[config.mk]
export PLATFORM = sky130hd
export DESIGN_NAME = mme_mac
export DESIGN_NICKNAME = d
export VERILOG_FILES = /design/src/sv/mme_pkg.sv /design/src/sv/mme_mac.sv
export SDC_FILE = /design/constraint.sdc
export NUM_CORES = 1
export LEC_CHECK = 0
export ABC_AREA = 1
export BUFFER_PORTS_ARGS = -buffer_cell sky130_fd_sc_hd__buf_2
export CAP_MARGIN = 25
export CORE_ASPECT_RATIO = 0.9
export CORE_MARGIN = 8
export CORE_UTILIZATION = 59
export DETAILED_ROUTE_END_ITERATION = 16
export PLACE_DENSITY = 0.8
export RECOVER_POWER = 100
export SYNTH_ARGS = -nofsm -noshare
export SYNTH_HDL_FRONTEND = slang
export SYNTH_SLANG_ARGS = --single-unit
export TNS_END_PERCENT = 20
[constraint.sdc]
create_clock -name clk_i -period 1.75 [get_ports clk_i]
set_input_delay 0.175 -clock clk_i [delete_from_list [all_inputs] [get_ports clk_i]]
set_output_delay 0.175 -clock clk_i [all_outputs]
set_load 0.02 [all_outputs]
[src/sv/mme_pkg.sv]
// Package for the matrix multiply engine.
// Holds request codes, register indexes, the sequencer state type and control structs.
// No dependencies; every other file of the block uses it.
package mme_pkg;

  // Default largest matrix dimension held by the element stores.
  localparam int unsigned MAX_DIM_DEF = 16;

  // Fixed field widths of the request, result and register channels.
  localparam int unsigned TYPE_W  = 2;
  localparam int unsigned IDX_W   = 4;
  localparam int unsigned ELEM_W  = 16;
  localparam int unsigned PROD_W  = 2 * ELEM_W;
  localparam int unsigned SUM_W   = 40;
  localparam int unsigned CFG_W   = 5;
  localparam int unsigned CFG_A_W = 2;

  // Request type codes.
  localparam logic [TYPE_W-1:0] REQ_WRITE_A = 2'd0;
  localparam logic [TYPE_W-1:0] REQ_WRITE_B = 2'd1;
  localparam logic [TYPE_W-1:0] REQ_COMPUTE = 2'd2;

  // Register indexes.
  localparam logic [CFG_A_W-1:0] CFG_ROWS_A    = 2'd0;
  localparam logic [CFG_A_W-1:0] CFG_INNER_LEN = 2'd1;
  localparam logic [CFG_A_W-1:0] CFG_COLS_B    = 2'd2;

  // Reset value of every size register.
  localparam logic [CFG_W-1:0] CFG_SIZE_RESET = 5'd16;

  typedef enum logic [1:0] {
    ST_IDLE,
    ST_RUN,
    ST_DRAIN,
    ST_DONE
  } state_e;

  // Store control from the sequencer.
  typedef struct packed {
    logic we_a;
    logic we_b;
    logic re;
  } store_ctl_t;

  // Multiply-accumulate control from the sequencer.
  typedef struct packed {
    logic clear;
    logic rd_valid;
  } mac_ctl_t;

endpackage

[src/sv/mme_mac.sv]
// Shared multiply-accumulate unit: one registered 16x16 product and a 40-bit accumulator.
// Depends on mme_pkg for widths and the control struct.
module mme_mac (
  input  logic                              clk_i,
  input  logic                              rst_ni,
  input  mme_pkg::mac_ctl_t                 ctl_i,
  input  logic signed [mme_pkg::ELEM_W-1:0] a_i,
  input  logic signed [mme_pkg::ELEM_W-1:0] b_i,
  output logic signed [mme_pkg::SUM_W-1:0]  acc_o
);

  logic signed [mme_pkg::PROD_W-1:0] prod_q, prod_d;
  logic                              prod_v_q, prod_v_d;
  logic signed [mme_pkg::SUM_W-1:0]  acc_q, acc_d;

  always_comb begin
    prod_d   = mme_pkg::PROD_W'(a_i) * mme_pkg::PROD_W'(b_i);
    prod_v_d = ctl_i.rd_valid && !ctl_i.clear;
    acc_d    = acc_q;
    if (ctl_i.clear) begin
      acc_d = '0;
    end else if (prod_v_q) begin
      acc_d = acc_q + {{(mme_pkg::SUM_W - mme_pkg::PROD_W){prod_q[mme_pkg::PROD_W-1]}}, prod_q};
    end
  end

  always_ff @(posedge clk_i) begin
    prod_q <= prod_d;
  end

  always_ff @(posedge clk_i or negedge rst_ni) begin
    if (!rst_ni) begin
      prod_v_q <= 1'b0;
      acc_q    <= '0;
    end else begin
      prod_v_q <= prod_v_d;
      acc_q    <= acc_d;
    end
  end

  assign acc_o = acc_q;

endmodule

==> qor.yml, run 1 <==
cts_made_buffers: 9
fillers: 1701
path_max_fanout: 5
grt_max_degree: 41
clockBufferDepth: 2
rsz0062_at_grt: "true"
slew_headroom_pct: 14.7
synthTopCellsByCount: "700 x nand2_1, 577 x inv_1, 263 x fa_1"
synth_area_leaders: "fa_1 33%, nand2_1 17%, inv_1 14%, ha_1 9.6%, dfrtp_1 6.5%"
portBuffers: 75
first_iter_violations: 1726
route.detailed.drc: 0
clk_pin_slew_ps: 70
die_x_um: 189
synthesis.area_um2: 15800
gr-total-overflow: 0
yosys_warnings: 0
hpwl_um: 39800
synth-seq-cells: 73
start_kind: "input pin"
drive_gt1_share_pct: 28.3
yosys.area.top_type_share_pct: 33.3
routed_wl_um: 54800
clock_sinks: 73
antenna_found_initial: 0
htreeDepth: 3
status: "complete, but fails checks"
num_rows: 57
detailroute.via_count: 16100
avgSynthCellArea_um2: 7.09
finalHoldViolations: 0
yosys.area.top_type: "fa_1"
required_ps: 1990
initial_core_util_pct: 59.3
worstSetupPathType: "in -> reg"
first_pass_iters: 8
worst_slack_ps: -3180
die-area_um2: 32300
grt.total_usage_pct: 31.5
crit_arrival_ps: 5160
finalSetupViolations: 65
hold_path_class: "in -> reg"
area_growth_pct: 35.0
fin_crit_ps: 4930
fmax_ghz: 0.203
place_ws_ps: -3660
cts_tree: "done"
min_period_over_period_pct: 282
max_cap_violations: 0
grt_pass1_vias: 16600
netlist-cell-type-count: 40
cp-end-kind: "flip-flop"
ant_nets: 0
root_buffer: "clkbuf_16"
num_io_pins: 76
violations: "setup timing"
synth_edf_count: 0
finalClockSkew_ps: 10.1
post_drt_wl_per_cell_um: 18.6
async_flop_share_pct: 56.2
die_h_um: 171
viasPerCell: 5.48
fin_hold_ws_ps: 25.4
gp_congestion: 1.01
nets: 3005
insertedDiodeCount: 0
slew_viol_final: 0
netlist_instances: 2230
ys.flop_type: "dfrtp_1"
clkLatencyLatePin_ps: 350
seq_area_frac_synth_pct: 10.5
fp.coreArea_um2: 26700
synth_most_common_cell: "nand2_1"
syn_nets: 2650
grt_pass1_wl_um: 81600
worst_slew_pin_slew_ps: 1280
what timing repair did:
action | 4_1_cts | 5_1_grt
endpoints found under the setup margin | 65 | 64
buffers inserted | 11 | 22
gates resized for setup | 215 | 237
cloned | 1 | 1
hold buffers | 1 | 0
endpoints found under the hold margin | 19 | 0
pin swaps | 67 | 94
stage by stage:
stage	area [um2]	cells	util (%)	TNS [ps]
floorplan	16400	2230	-	-78860
detailed placement	19000	2893	71.1	-99760
CTS	20400	2921	76.3	-80770
global placement	19000	2893	71.1	-95800
global route	21300	2944	80.0	-95180
finish	21300	2944	80.0	-86740
critical path, stage by stage:
cell	delay, ps
buf_6	70
clkinvlp_4	170
buf_6	190
nor2_2	90
fa_1	430
fa_1	510
fa_2	460
fa_1	510
fa_1	520
inv_1	80
fa_1	500
inv_1	70
ha_4	280
buf_4	150
nand2_4	80
nor2_2	120
inv_2	100
nor2_4	170
buf_6	120
nand4_1	150
nand4_1	140
nand2_1	70
cell type report:
type	instances	area, um2	area share [%]
Sequential cell	73	1670	7.81
Clock buffer	9	225	1.06
Inverter	580	2190	10.2
Timing Repair Buffer	411	3290	15.4
Multi-Input combinational cell	1510	13500	63.1
Clock inverter	7	58.8	0.276
Tap cell	354	443	2.08
flip-flops by register name, summed over array words and instances, names as in the netlist:
signal,flops
acc_o,40
prod_q,32
prod_v_q,1
cell usage in the layout (no fill, tap or decap), types with 34 or more instances in the layout:
cell      Yosys  layout
nand2_1     700     637
inv_1       577     528
buf_4         0     295
fa_1        263     238
nor2_1      125      82
ha_1        121      63
ha_4          0      56
nand3_1      68      52
inv_2         2      48
nand2_2       6      48
buf_6         0      43
clkbuf_1     63      42
dfrtp_1      41      41
nor2_2        9      34
cell families (layout without fill, tap and decap cells):
| kind of cell | count (synthesis) | after routing | share of synthesized area (%) |
|---|---|---|---|
| compound gates | 127 | 127 | 4.52 |
| buf+inv | 647 | 1007 | 15.4 |
| xor+xnor | 32 | 32 | 1.77 |
| simple gates | 967 | 967 | 24.9 |
| fa+ha+maj | 384 | 384 | 42.9 |
| flops | 73 | 73 | 10.5 |
layer usage:
layer | up-vias | global-route usage [%] | share of wire [%]
li1 | 7212 | - | -
met1 | 7767 | 41.1 | 38
met2 | 906 | 53.1 | 47
met3 | 254 | 5.76 | 10
met4 | 0 | 9.68 | 5.1
met5 | - | 0 | 0
final timing paths:
kind / from / endpoint / slack (ps) / cells past startpoint
worst min-delay path: ctl_i[0] / prod_v_q / 30 / 3
min in group asynchronous: rst_ni / acc_o[4] / 610 / 2
worst min register to register: acc_o[39] / acc_o[39] / 530 / 2
max in group asynchronous: rst_ni / acc_o[22] / 120 / 3
worst max-delay path: b_i[15] / prod_q[28] / -3180 / 22
worst max register to register: acc_o[0] / acc_o[30] / -410 / 10
Power of run 1 is left out: the tool's default activity adds up to more than one toggle a clock period on the data nets, which glitch-free logic cannot reach.
==> run 2, diff against run 1 <==
--- a/config.mk
+++ b/config.mk
@@ -10,5 +10,4 @@
 export CAP_MARGIN = 25
 export CORE_ASPECT_RATIO = 0.9
-export CORE_MARGIN = 8
 export CORE_UTILIZATION = 59
 export DETAILED_ROUTE_END_ITERATION = 16
==> constraint.sdc (replaced) <==
create_clock -name clk_i -period 1.75 [get_ports clk_i]
set_input_delay 0.175 -clock clk_i [delete_from_list [all_inputs] [get_ports clk_i]]
set_output_delay 0.175 -clock clk_i [all_outputs]
set_load 0.05 [all_outputs]
==> run 2 against run 1 <==
Against the previous run: the run still ends with setup timing left; sequential share of layout area grew 0.093 points; first-iteration DRC count shrank 19%; via count decreased by 1.8%; wire length decreased by 6.3%; register-to-register slack gained 20 ps; hold slack got worse by 14 ps; final area fell by 1.2%; worst setup slack worse by 69 ps; non-clock buffer count down 8; critical endpoint is now prod_q[25]; cell count down 0.48%; sequential cell count is the same.
==> qor.yml, run 2 (synthesis results as in run 1) <==
initial_core_util_pct: 60.4  # +1.1 points
finalSetupViolations: 64  # -1.5%
ant_nets: 0  # unchanged
die_h_um: 157  # -8.2%
fin_hold_ws_ps: 11.8  # -13.6 ps
fillers: 1707  # +0.35%
wl_met1_um: 20700  # +0.26%
fmax_ghz: 0.200  # -1.4%
worst_path_max_delay_cell: "fa_1"
min_period_over_period_pct: 286  # +3.9 points
grt.total_usage_pct: 38.0  # +6.5 points
gr-total-overflow: 0  # unchanged
die-area_um2: 27500  # -15%
die_x_um: 175  # -7.4%
detailroute.via_count: 15900  # -1.8%
num_io_pins: 76  # unchanged
max_cap_violations: 0  # unchanged
num_rows: 56  # -1.8%
hold_path_class: "in -> reg"
rsz0062_at_grt: "true"
worst_slew_pin_slew_ps: 796  # -483 ps
stdcell_area_um2: 21100  # -1.2%
clkLatencyLatePin_ps: 350  # about the same
portBuffers: 75  # unchanged
post_drt_wl_per_cell_um: 17.5  # -5.9%
cp-end-kind: "flip-flop"
largest_reg_flops: 40  # unchanged
area_growth_pct: 33.4
violations: "setup timing"
placed_area_um2: 19000  # +0.26%
slew_viol_final: 0  # unchanged
worst_slack_ps: -3250  # -69.0 ps
worstPathCellList: "buf_8 -> buf_4 -> nand2_2 -> fa_1 -> inv_1 -> fa_1 -> fa_1 -> fa_1 -> fa_1 -> inv_1 -> fa_1 -> inv_2 -> ha_4 -> buf_4 -> a21oi_1 -> o21ai_0 -> buf_4 -> a21oi_1 -> o211ai_1 -> xor2_1"
wl_met3_um: 4730  # -15%
routed-wl-met2_um: 24100  # -6.5%
status: "complete, but fails checks"
routed_wl_um: 51400  # -6.3%
route.detailed.drc: 0  # unchanged
grt_max_degree: 41  # unchanged
grt_pass1_wl_um: 81000  # -0.80%
root_buffer: "clkbuf_16"
path_max_fanout: 8  # +3
crit_arrival_ps: 5210  # +50 ps
path_common_cell: "fa_1"
insertedDiodeCount: 0  # unchanged
nets: 2997  # -0.27%
crit_family: "adder cells"
register_area_um2: 1670  # unchanged
final_common_cell: "nand2_1"
finalClockSkew_ps: 10.9  # +0.747 ps
gp_congestion: 1.00  # -0.54%
multi_input_area_um2: 13400  # -0.64%
required_ps: 1960  # -30 ps
clock_sinks: 73  # unchanged
worst-path-buf-inv: 7  # -1
antenna_found_initial: 0  # unchanged
clockBufferDepth: 2  # unchanged
grt_pass1_vias: 16400  # -1.2%
cpPeakStageDelay_ps: 530  # about the same
fp.coreArea_um2: 26200  # -1.8%
cts_made_buffers: 9  # unchanged
clk_pin_slew_ps: 70  # about the same
first_iter_violations: 1398  # -19%
highest_layer: "met4"
fin_crit_ps: 5000  # +69.0 ps
utilization_pct: 80.5  # +0.47 points
worstSetupPathType: "in -> reg"
slew_headroom_pct: 46.9  # +32 points
drive_gt1_share_pct: 27.3  # -0.96 points
first_pass_iters: 7  # -1
htreeDepth: 3  # unchanged
layout_common_cells: "640 x nand2_1, 541 x inv_1, 297 x buf_4"
cts_tree: "done"
start_kind: "input pin"
finalHoldViolations: 0  # unchanged
viasPerCell: 5.41  # -1.3%
hpwl_um: 40100  # +0.61%
-- run 2: changes by cell type in the layout (fill, tap and decap cells not counted), moves of 4 or more --
cell     delta
a21oi_1     +4
buf_8       -4
inv_1      +13
inv_2      -11
nand2_2     +5
nand2_4     -9
nor2_2      +4
o21ai_0     +6
-- run 2: final cells by class --
cell class	count	share of cell area [%]
well taps	348	2.06
inverters	580	10.3
flip-flops and latches	73	7.91
clock inverters	6	0.350
multi-input cells	1510	63.5
repair buffers	403	14.7
clock buffers	10	1.13
-- run 2: stage by stage --
step / instances / setup slack [ps] / setup TNS (ps)
5_1_grt: 2930 / -3410 / -92490
3_3_place_gp: 2894 / -3650 / -96140
2_1_floorplan: 2230 / -3130 / -83890
3_5_place_dp: 2894 / -3680 / -99500
6_report: 2930 / -3250 / -84700
4_1_cts: 2924 / -3150 / -80910
-- run 2: worst paths after layout --
kind | cells past startpoint | end | slack, ps | from
max reg2reg | 11 | acc_o[33] | -390 | acc_o[23]
min in group asynchronous | 2 | acc_o[6] | 340 | rst_ni
min reg2reg | 2 | acc_o[39] | 520 | acc_o[39]
max in group asynchronous | 3 | acc_o[26] | 500 | rst_ni
min | 2 | prod_v_q | 10 | ctl_i[1]
max | 20 | prod_q[25] | -3250 | a_i[15]
-- run 2: metal layers --
layer / up-vias / track usage (%)
met4: 0 / 11.2
met3: 183 / 7.10
met2: 829 / 63.7
li1: 7186 / -
met1: 7657 / 50.3
met5: - / 0
-- run 2: timing repair --
| item | CTS | global route |
|---|---|---|
| endpoints found under the setup margin | 64 | 65 |
| hold buffers | 1 | 0 |
| setup buffers | 13 | 6 |
| gates resized for setup | 245 | 134 |
| pin swaps | 78 | 46 |
| cloned | 0 | 0 |
| endpoints found under the hold margin | 9 | 0 |
Power of run 2 is left out for the same reason.
