`config.mk`:
```
export PLATFORM = sky130hd
export DESIGN_NAME = mme_seq_flat
export DESIGN_NICKNAME = d
export VERILOG_FILES = /design/src/sv/mme_pkg.sv /design/src/sv/mme_if.sv /design/src/sv/mme_seq.sv /design/src/flat_wrapper.sv
export SDC_FILE = /design/constraint.sdc
export NUM_CORES = 1
export LEC_CHECK = 0
export ABC_AREA = 1
export BUFFER_PORTS_ARGS = -buffer_cell sky130_fd_sc_hd__buf_2
export CAP_MARGIN = 20
export CORE_MARGIN = 2
export CORE_UTILIZATION = 35
export DETAILED_ROUTE_END_ITERATION = 6
export GPL_TIMING_DRIVEN = 1
export SLEW_MARGIN = 20
export SYNTH_ARGS = -nofsm -noshare
export SYNTH_HDL_FRONTEND = slang
export SYNTH_SLANG_ARGS = --single-unit
```
`constraint.sdc`:
```
create_clock -name clk_i -period 2.8 [get_ports clk_i]
set_input_delay 0.14 -clock clk_i [delete_from_list [all_inputs] [get_ports clk_i]]
set_output_delay 0.14 -clock clk_i [all_outputs]
set_load 0.03 [all_outputs]
```
`src/sv/mme_pkg.sv`:
```
// Package for the matrix multiply engine.
// Holds request codes, register indexes, the sequencer state type and control structs.
// No dependencies; every other file of the block uses it.
package mme_pkg;

  // Default largest matrix dimension held by the element stores.
  localparam int unsigned MAX_DIM_DEF = 16;

  // Fixed field widths of the request, result and register channels.
  localparam int unsigned TYPE_W  = 2;
  localparam int unsigned IDX_W   = 4;
  localparam int unsigned ELEM_W  = 16;
  localparam int unsigned PROD_W  = 2 * ELEM_W;
  localparam int unsigned SUM_W   = 40;
  localparam int unsigned CFG_W   = 5;
  localparam int unsigned CFG_A_W = 2;

  // Request type codes.
  localparam logic [TYPE_W-1:0] REQ_WRITE_A = 2'd0;
  localparam logic [TYPE_W-1:0] REQ_WRITE_B = 2'd1;
  localparam logic [TYPE_W-1:0] REQ_COMPUTE = 2'd2;

  // Register indexes.
  localparam logic [CFG_A_W-1:0] CFG_ROWS_A    = 2'd0;
  localparam logic [CFG_A_W-1:0] CFG_INNER_LEN = 2'd1;
  localparam logic [CFG_A_W-1:0] CFG_COLS_B    = 2'd2;

  // Reset value of every size register.
  localparam logic [CFG_W-1:0] CFG_SIZE_RESET = 5'd16;

  typedef enum logic [1:0] {
    ST_IDLE,
    ST_RUN,
    ST_DRAIN,
    ST_DONE
  } state_e;

  // Store control from the sequencer.
  typedef struct packed {
    logic we_a;
    logic we_b;
    logic re;
  } store_ctl_t;

  // Multiply-accumulate control from the sequencer.
  typedef struct packed {
    logic clear;
    logic rd_valid;
  } mac_ctl_t;

endpackage

```
`src/sv/mme_if.sv`:
```
// Handshake channel interfaces of the matrix multiply engine: request, result, register write.
// Depends on mme_pkg for the field widths.
interface mme_req_if;
  logic                              valid;
  logic                              ready;
  logic [mme_pkg::TYPE_W-1:0]        req_type;
  logic [mme_pkg::IDX_W-1:0]         row;
  logic [mme_pkg::IDX_W-1:0]         col;
  logic signed [mme_pkg::ELEM_W-1:0] value;

  modport source (output valid, req_type, row, col, value, input ready);
  modport sink   (input valid, req_type, row, col, value, output ready);
endinterface

interface mme_res_if;
  logic                             valid;
  logic                             ready;
  logic signed [mme_pkg::SUM_W-1:0] product_sum;
  logic                             out_of_range;

  modport source (output valid, product_sum, out_of_range, input ready);
  modport sink   (input valid, product_sum, out_of_range, output ready);
endinterface

interface mme_cfg_if;
  logic                        valid;
  logic                        ready;
  logic [mme_pkg::CFG_A_W-1:0] index;
  logic [mme_pkg::CFG_W-1:0]   data;

  modport source (output valid, index, data, input ready);
  modport sink   (input valid, index, data, output ready);
endinterface

```
`src/sv/mme_seq.sv`:
```
// Sequencer of the matrix multiply engine: size registers, request decode, inner-index walk
// and the result register. Depends on mme_pkg and the channel interfaces in mme_if.
module mme_seq #(
  parameter int unsigned MAX_DIM = mme_pkg::MAX_DIM_DEF,
  localparam int unsigned DEPTH  = MAX_DIM * MAX_DIM,
  localparam int unsigned AW     = $clog2(DEPTH),
  localparam int unsigned IW     = $clog2(MAX_DIM)
) (
  input  logic                             clk_i,
  input  logic                             rst_ni,
  mme_req_if.sink                          req_i,
  mme_res_if.source                        res_o,
  mme_cfg_if.sink                          cfg_i,
  output mme_pkg::store_ctl_t              store_ctl_o,
  output logic [AW-1:0]                    waddr_o,
  output logic [AW-1:0]                    a_raddr_o,
  output logic [AW-1:0]                    b_raddr_o,
  output mme_pkg::mac_ctl_t                mac_ctl_o,
  input  logic signed [mme_pkg::SUM_W-1:0] acc_i
);

  // Size registers.
  logic [mme_pkg::CFG_W-1:0] rows_q, inner_q, cols_q;
  logic [mme_pkg::CFG_W-1:0] nr, nk, nc;

  mme_pkg::state_e state_q, state_d;
  logic [IW-1:0]   k_q, k_d;
  logic [AW-1:0]   a_ptr_q, a_ptr_d, b_ptr_q, b_ptr_d;
  logic            issued_q, issued_d;
  logic            drain_q, drain_d;
  logic            oor_q, oor_d;
  logic            out_valid_q, out_valid_d;
  logic signed [mme_pkg::SUM_W-1:0] sum_q, sum_d;
  logic            res_oor_q, res_oor_d;

  logic          req_acc, res_acc, cfg_acc;
  logic          is_write_a, is_write_b, is_compute;
  logic          ok_a, ok_b, oor_req, last_k, out_free;
  logic [IW-1:0] row_idx, col_idx;

  function automatic logic [mme_pkg::CFG_W-1:0] eff_size(input logic [mme_pkg::CFG_W-1:0] r);
    logic [mme_pkg::CFG_W-1:0] s;
    s = (int'(r) > int'(MAX_DIM)) ? mme_pkg::CFG_W'(MAX_DIM) : r;
    return s;
  endfunction

  assign nr = eff_size(rows_q);
  assign nk = eff_size(inner_q);
  assign nc = eff_size(cols_q);

  assign cfg_i.ready = 1'b1;
  assign cfg_acc     = cfg_i.valid && cfg_i.ready;

  always_ff @(posedge clk_i or negedge rst_ni) begin
    if (!rst_ni) begin
      rows_q  <= mme_pkg::CFG_SIZE_RESET;
      inner_q <= mme_pkg::CFG_SIZE_RESET;
      cols_q  <= mme_pkg::CFG_SIZE_RESET;
    end else if (cfg_acc) begin
      case (cfg_i.index)
        mme_pkg::CFG_ROWS_A:    rows_q  <= cfg_i.data;
        mme_pkg::CFG_INNER_LEN: inner_q <= cfg_i.data;
        mme_pkg::CFG_COLS_B:    cols_q  <= cfg_i.data;
        default: ;
      endcase
    end
  end

  // Request decode. Indexes are only used once they are known to be below the sizes.
  assign req_i.ready = (state_q == mme_pkg::ST_IDLE);
  assign req_acc     = req_i.valid && req_i.ready;
  assign res_acc     = res_o.valid && res_o.ready;
  assign out_free    = !out_valid_q || res_o.ready;

  assign is_write_a = (req_i.req_type == mme_pkg::REQ_WRITE_A);
  assign is_write_b = (req_i.req_type == mme_pkg::REQ_WRITE_B);
  assign is_compute = (req_i.req_type == mme_pkg::REQ_COMPUTE);

  assign ok_a    = ({1'b0, req_i.row} < nr) && ({1'b0, req_i.col} < nk);
  assign ok_b    = ({1'b0, req_i.row} < nk) && ({1'b0, req_i.col} < nc);
  assign oor_req = ({1'b0, req_i.row} >= nr) || ({1'b0, req_i.col} >= nc);

  assign row_idx = IW'(req_i.row);
  assign col_idx = IW'(req_i.col);
  assign waddr_o = AW'(int'(row_idx) * int'(MAX_DIM) + int'(col_idx));

  assign last_k = (int'(k_q) + 1) == int'(nk);

  // Next state.
  always_comb begin
    state_d = state_q;
    case (state_q)
      mme_pkg::ST_IDLE: begin
        if (req_acc && is_compute) begin
          if (oor_req || (nk == '0)) begin
            state_d = mme_pkg::ST_DONE;
          end else begin
            state_d = mme_pkg::ST_RUN;
          end
        end
      end
      mme_pkg::ST_RUN: begin
        if (last_k) begin
          state_d = mme_pkg::ST_DRAIN;
        end
      end
      mme_pkg::ST_DRAIN: begin
        if (drain_q) begin
          state_d = mme_pkg::ST_DONE;
        end
      end
      mme_pkg::ST_DONE: begin
        if (out_free) begin
          state_d = mme_pkg::ST_IDLE;
        end
      end
      default: state_d = mme_pkg::ST_IDLE;
    endcase
  end

  // Outputs and datapath registers.
  always_comb begin
    k_d         = k_q;
    a_ptr_d     = a_ptr_q;
    b_ptr_d     = b_ptr_q;
    drain_d     = 1'b0;
    oor_d       = oor_q;
    out_valid_d = out_valid_q && !res_acc;
    sum_d       = sum_q;
    res_oor_d   = res_oor_q;
    issued_d    = (state_q == mme_pkg::ST_RUN);

    store_ctl_o.we_a = 1'b0;
    store_ctl_o.we_b = 1'b0;
    store_ctl_o.re   = (state_q == mme_pkg::ST_RUN);
    mac_ctl_o.clear    = 1'b0;
    mac_ctl_o.rd_valid = issued_q;

    case (state_q)
      mme_pkg::ST_IDLE: begin
        store_ctl_o.we_a = req_acc && is_write_a && ok_a;
        store_ctl_o.we_b = req_acc && is_write_b && ok_b;
        if (req_acc && is_compute) begin
          mac_ctl_o.clear = 1'b1;
          oor_d   = oor_req;
          k_d     = '0;
          a_ptr_d = AW'(int'(row_idx) * int'(MAX_DIM));
          b_ptr_d = AW'(col_idx);
        end
      end
      mme_pkg::ST_RUN: begin
        k_d     = k_q + IW'(1);
        a_ptr_d = a_ptr_q + AW'(1);
        b_ptr_d = b_ptr_q + AW'(MAX_DIM);
      end
      mme_pkg::ST_DRAIN: begin
        drain_d = 1'b1;
      end
      mme_pkg::ST_DONE: begin
        if (out_free) begin
          out_valid_d = 1'b1;
          sum_d       = acc_i;
          res_oor_d   = oor_q;
        end
      end
      default: ;
    endcase
  end

  assign a_raddr_o = a_ptr_q;
  assign b_raddr_o = b_ptr_q;

  always_ff @(posedge clk_i) begin
    k_q     <= k_d;
    a_ptr_q <= a_ptr_d;
    b_ptr_q <= b_ptr_d;
    sum_q   <= sum_d;
  end

  always_ff @(posedge clk_i or negedge rst_ni) begin
    if (!rst_ni) begin
      state_q     <= mme_pkg::ST_IDLE;
      issued_q    <= 1'b0;
      drain_q     <= 1'b0;
      oor_q       <= 1'b0;
      out_valid_q <= 1'b0;
      res_oor_q   <= 1'b0;
    end else begin
      state_q     <= state_d;
      issued_q    <= issued_d;
      drain_q     <= drain_d;
      oor_q       <= oor_d;
      out_valid_q <= out_valid_d;
      res_oor_q   <= res_oor_d;
    end
  end

  assign res_o.valid        = out_valid_q;
  assign res_o.product_sum  = sum_q;
  assign res_o.out_of_range = res_oor_q;

endmodule

```
`src/flat_wrapper.sv`:
```
// flat-port wrapper written by rule: the top's interface ports become plain ports
module mme_seq_flat 
#(
  parameter int unsigned MAX_DIM = mme_pkg::MAX_DIM_DEF,
  localparam int unsigned DEPTH  = MAX_DIM * MAX_DIM,
  localparam int unsigned AW     = $clog2(DEPTH),
  localparam int unsigned IW     = $clog2(MAX_DIM)
)
  (clk_i, rst_ni, store_ctl_o, waddr_o, a_raddr_o, b_raddr_o, mac_ctl_o, acc_i, req_i_valid, req_i_req_type, req_i_row, req_i_col, req_i_value, req_i_ready, res_o_valid, res_o_product_sum, res_o_out_of_range, res_o_ready, cfg_i_valid, cfg_i_index, cfg_i_data, cfg_i_ready);
  mme_req_if req_i_i ();
  mme_res_if res_o_i ();
  mme_cfg_if cfg_i_i ();
  input  logic clk_i;
  input  logic rst_ni;
  output mme_pkg::store_ctl_t store_ctl_o;
  output logic [AW-1:0] waddr_o;
  output logic [AW-1:0] a_raddr_o;
  output logic [AW-1:0] b_raddr_o;
  output mme_pkg::mac_ctl_t mac_ctl_o;
  input  logic signed [mme_pkg::SUM_W-1:0] acc_i;
  input wire logic [$bits(req_i_i.valid)-1:0] req_i_valid;
  input wire logic [$bits(req_i_i.req_type)-1:0] req_i_req_type;
  input wire logic [$bits(req_i_i.row)-1:0] req_i_row;
  input wire logic [$bits(req_i_i.col)-1:0] req_i_col;
  input wire logic [$bits(req_i_i.value)-1:0] req_i_value;
  output wire logic [$bits(req_i_i.ready)-1:0] req_i_ready;
  output wire logic [$bits(res_o_i.valid)-1:0] res_o_valid;
  output wire logic [$bits(res_o_i.product_sum)-1:0] res_o_product_sum;
  output wire logic [$bits(res_o_i.out_of_range)-1:0] res_o_out_of_range;
  input wire logic [$bits(res_o_i.ready)-1:0] res_o_ready;
  input wire logic [$bits(cfg_i_i.valid)-1:0] cfg_i_valid;
  input wire logic [$bits(cfg_i_i.index)-1:0] cfg_i_index;
  input wire logic [$bits(cfg_i_i.data)-1:0] cfg_i_data;
  output wire logic [$bits(cfg_i_i.ready)-1:0] cfg_i_ready;
  assign req_i_i.valid = req_i_valid;
  assign req_i_i.req_type = req_i_req_type;
  assign req_i_i.row = req_i_row;
  assign req_i_i.col = req_i_col;
  assign req_i_i.value = req_i_value;
  assign req_i_ready = req_i_i.ready;
  assign res_o_valid = res_o_i.valid;
  assign res_o_product_sum = res_o_i.product_sum;
  assign res_o_out_of_range = res_o_i.out_of_range;
  assign res_o_i.ready = res_o_ready;
  assign cfg_i_i.valid = cfg_i_valid;
  assign cfg_i_i.index = cfg_i_index;
  assign cfg_i_i.data = cfg_i_data;
  assign cfg_i_ready = cfg_i_i.ready;
  mme_seq #(.MAX_DIM(MAX_DIM)) u_core (.clk_i(clk_i), .rst_ni(rst_ni), .req_i(req_i_i), .res_o(res_o_i), .cfg_i(cfg_i_i), .store_ctl_o(store_ctl_o), .waddr_o(waddr_o), .a_raddr_o(a_raddr_o), .b_raddr_o(b_raddr_o), .mac_ctl_o(mac_ctl_o), .acc_i(acc_i));
endmodule
```
==> impl_metrics.yaml <==
cells_and_area:
  multi_input_area_mm2: 0.00114
  post_route_cells_drive_above_1_share_pct: 31.2
  antenna_cells: 0
  design_area_mm2: 0.00513
  seq_area_mm2: 0.00236
  fill_cells: 920
  fin_util_pct: 49.7
  area_delta_synth_final_pct: 38.0
  final_nets: 616
worst_hold_path:
  min_path_type: "input port to flip-flop"
  holdCritStartpoint: "res_o_ready"
routing:
  viasPerCell: 4.49
  wl_um: 8970
  drc: 0
  first_pass_iters: 4
  wl_per_cell_um: 13.6
  ant_nets: 0
  num_vias: 2955
  dr.first_iter.drc_count: 91
sta:
  fin_crit_sh_pct: 93.0
  clock.fmax_mhz: 384
  setup_viol: 0
  final_max_slew_viol_count: 0
  worst_pin_slew_ns: 0.503
  slew_headroom_pct: 66.5
  hold_viol: 0
  finalClockSkew_ns: 0.0124
  fin_tns_setup_ns: 0
  whs_ns: 0.0610
  period_minus_slack_ns: 2.60
die:
  chipWidth_um: 107
  core.rowCount: 37
  die_area_mm2: 0.0115
  coreArea_mm2: 0.0103
  die_h_um: 107
  io_pins: 151
  initial_core_util_pct: 36.0
yosys:
  synth_edf_count: 60
  synth_top_area_share_pct: 48.4
  yosysTopAreaCell: "edfxtp_1"
  netlist_area_mm2: 0.00372
  ys_types: 27
  synth_nets: 440
  ys.flop_type: "edfxtp_1"
  async_reset_ff_share_pct: 26.8
  syn_area_per_cell_um2: 10.9
  yosys_warnings: 0
  ys_ff_latch: 82
  synth.top_cells.by_area: "edfxtp_1 48%, dfrtp_1 13%, nand2_1 7.6%"
  ys_seq_area_share_pct: 63.3
  syn_inst: 341
clock_network:
  cts_tree: "done"
  clk_latency_ns: 0.35
  clock_sinks: 82
  numCtsBuffers: 9
  cts_max_path_buffers: 2
  path_clk_slew_ns: 0.09
  root_buffer: "clkbuf_8"
  htreeDepth: 3
flow_run:
  maxCapViolations: 0
setup_path:
  start_kind: "flip-flop"
  critPathMaxFanout: 4
  arrival_ns: 2.46
  cp-startpoint: "u_core.cols_q[0]"
  crit_required_ns: 2.66
  cp-end-kind: "output port"
  reg2reg_from: "u_core.cols_q[0]"
  crit_type: "flip-flop to output port"
power_and_ir_drop:
  p_leak_nw: 2.44
  irDropWorstVdd_v: 0.000334
  p_per_area_mw_per_mm2: 880
placement:
  place_hpwl_um: 6530
  placed_area_mm2: 0.00449
  globalplace.congestion: 0.820
  portBuffers: 133
global_routing:
  antenna_found_initial: 0
  overflow: 0
  grt_pass1_wl_um: 13900
  grt_max_degree: 41
  grt_pass1_vias: 2872
  grt_util_all_layers_pct: 15.6
run_status:
  status: "finished clean"
[what timing repair did]
item / CTS / global route
endpoints found under the hold margin: 59 / 0
setup endpoints to repair: 1 / 2
pin swaps: 0 / 1
gates resized for setup: 1 / 2
cloned: 0 / 0
hold buffers: 41 / 0
setup buffers: 0 / 1
[through the flow]
stage	power, mW	cells	setup slack [ns]
final	4.52	658	0.197
after global routing	4.81	658	-0.0304
after CTS	4.55	657	0.139
after detailed placement	3.61	600	0.389
after global placement	3.58	600	0.429
after floorplan	3.13	341	0.352
[worst paths after layout]
check / slack (ns) / depth (start not counted) / endpoint
min in group asynchronous: 0.29 / 2 / u_core.cols_q[1]
max: 0.20 / 11 / store_ctl_o[1]
min: 0.06 / 4 / u_core.res_o.valid
max reg2reg: 0.66 / 13 / u_core.state_q[1]
max in group asynchronous: 2.14 / 2 / u_core.inner_q[4]
min reg2reg: 0.48 / 2 / u_core.res_o.out_of_range
[layout make-up]
class | count | area share [%]
sequential | 82 | 45.9
multi-input combinational | 203 | 22.2
timing repair buffer | 178 | 21.6
tap | 136 | 3.32
inverter | 43 | 3.14
clock buffer | 9 | 2.41
clock inverter | 7 | 1.49
[cells by family after synthesis]
family	share of synthesized area, %
AO/OA/AOI/OAI	5.68
XOR/XNOR	1.41
adder cells (fa/ha/maj)	7.06
buffers and inverters	6.76
flip-flops	63.3
other	0.101
AND/OR/NAND/NOR	15.6
[report_power, final]
group,internal (mW),total (mW),switching (mW)
clock network,0.419,0.873,0.454
registers,1.73,1.91,0.185
logic,0.547,1.73,1.19
[layout by cell type (no fill, tap or decap), types with 2 or more instances in the layout]
master	count
a22oi_1	2
dfstp_2	3
xnor2_1	3
a21oi_1	2
nand3_1	20
or2_2	2
buf_4	4
edfxtp_1	60
clkinv_4	2
clkbuf_8	9
nand2_1	75
inv_6	2
dfrtp_1	19
nand3b_1	2
xor2_1	3
dlygate4sd3_1	41
nand2_2	3
inv_1	43
nor2_1	31
nand4_1	4
and2_1	2
buf_2	133
a21o_1	2
o21ai_0	22
ha_1	21
o2111ai_1	2
[metal layers]
layer  GRT usage (%)  vias to the layer above  share of wire [%]
li1                -                     1482                  -
met1            19.0                     1344                 44
met2            27.2                      116                 47
met3            4.07                       13                7.5
met4            4.55                        0                1.1
met5               0                        -                  0
[registers in the layout, summed over array words and instances, names as in the netlist]
signal,cells
u_core.drain_q,1
u_core.inner_q,5
u_core.res_o.out_of_range,1
u_core.cols_q,5
u_core.res_o.product_sum,40
u_core.issued_q,1
u_core.state_q,2
u_core.a_raddr_o,8
u_core.k_q,4
u_core.oor_q,1
u_core.rows_q,5
u_core.b_raddr_o,8
u_core.res_o.valid,1
[critical path: stages, from the launching register on]
cell     delay, ns
dfrtp_1       0.43
o41ai_4       0.41
nand2_1       0.11
ha_1          0.32
nand2_1       0.08
nand2_1       0.04
nand2_1       0.04
o21ai_0       0.07
nor2_1        0.21
nand3_1       0.10
nor2_1        0.11
buf_2         0.20
[cell usage after synthesis (3+ instances only)]
library cell / n
nand2_1: 75
edfxtp_1: 60
inv_1: 43
nor2_1: 31
o21ai_0: 23
ha_1: 21
nand3_1: 20
dfrtp_1: 19
buf_4: 11
nand4_1: 4
dfstp_2: 3
nand2_2: 3
xnor2_1: 3
xor2_1: 3
No activity file was read; power rests on OpenSTA's default activity.
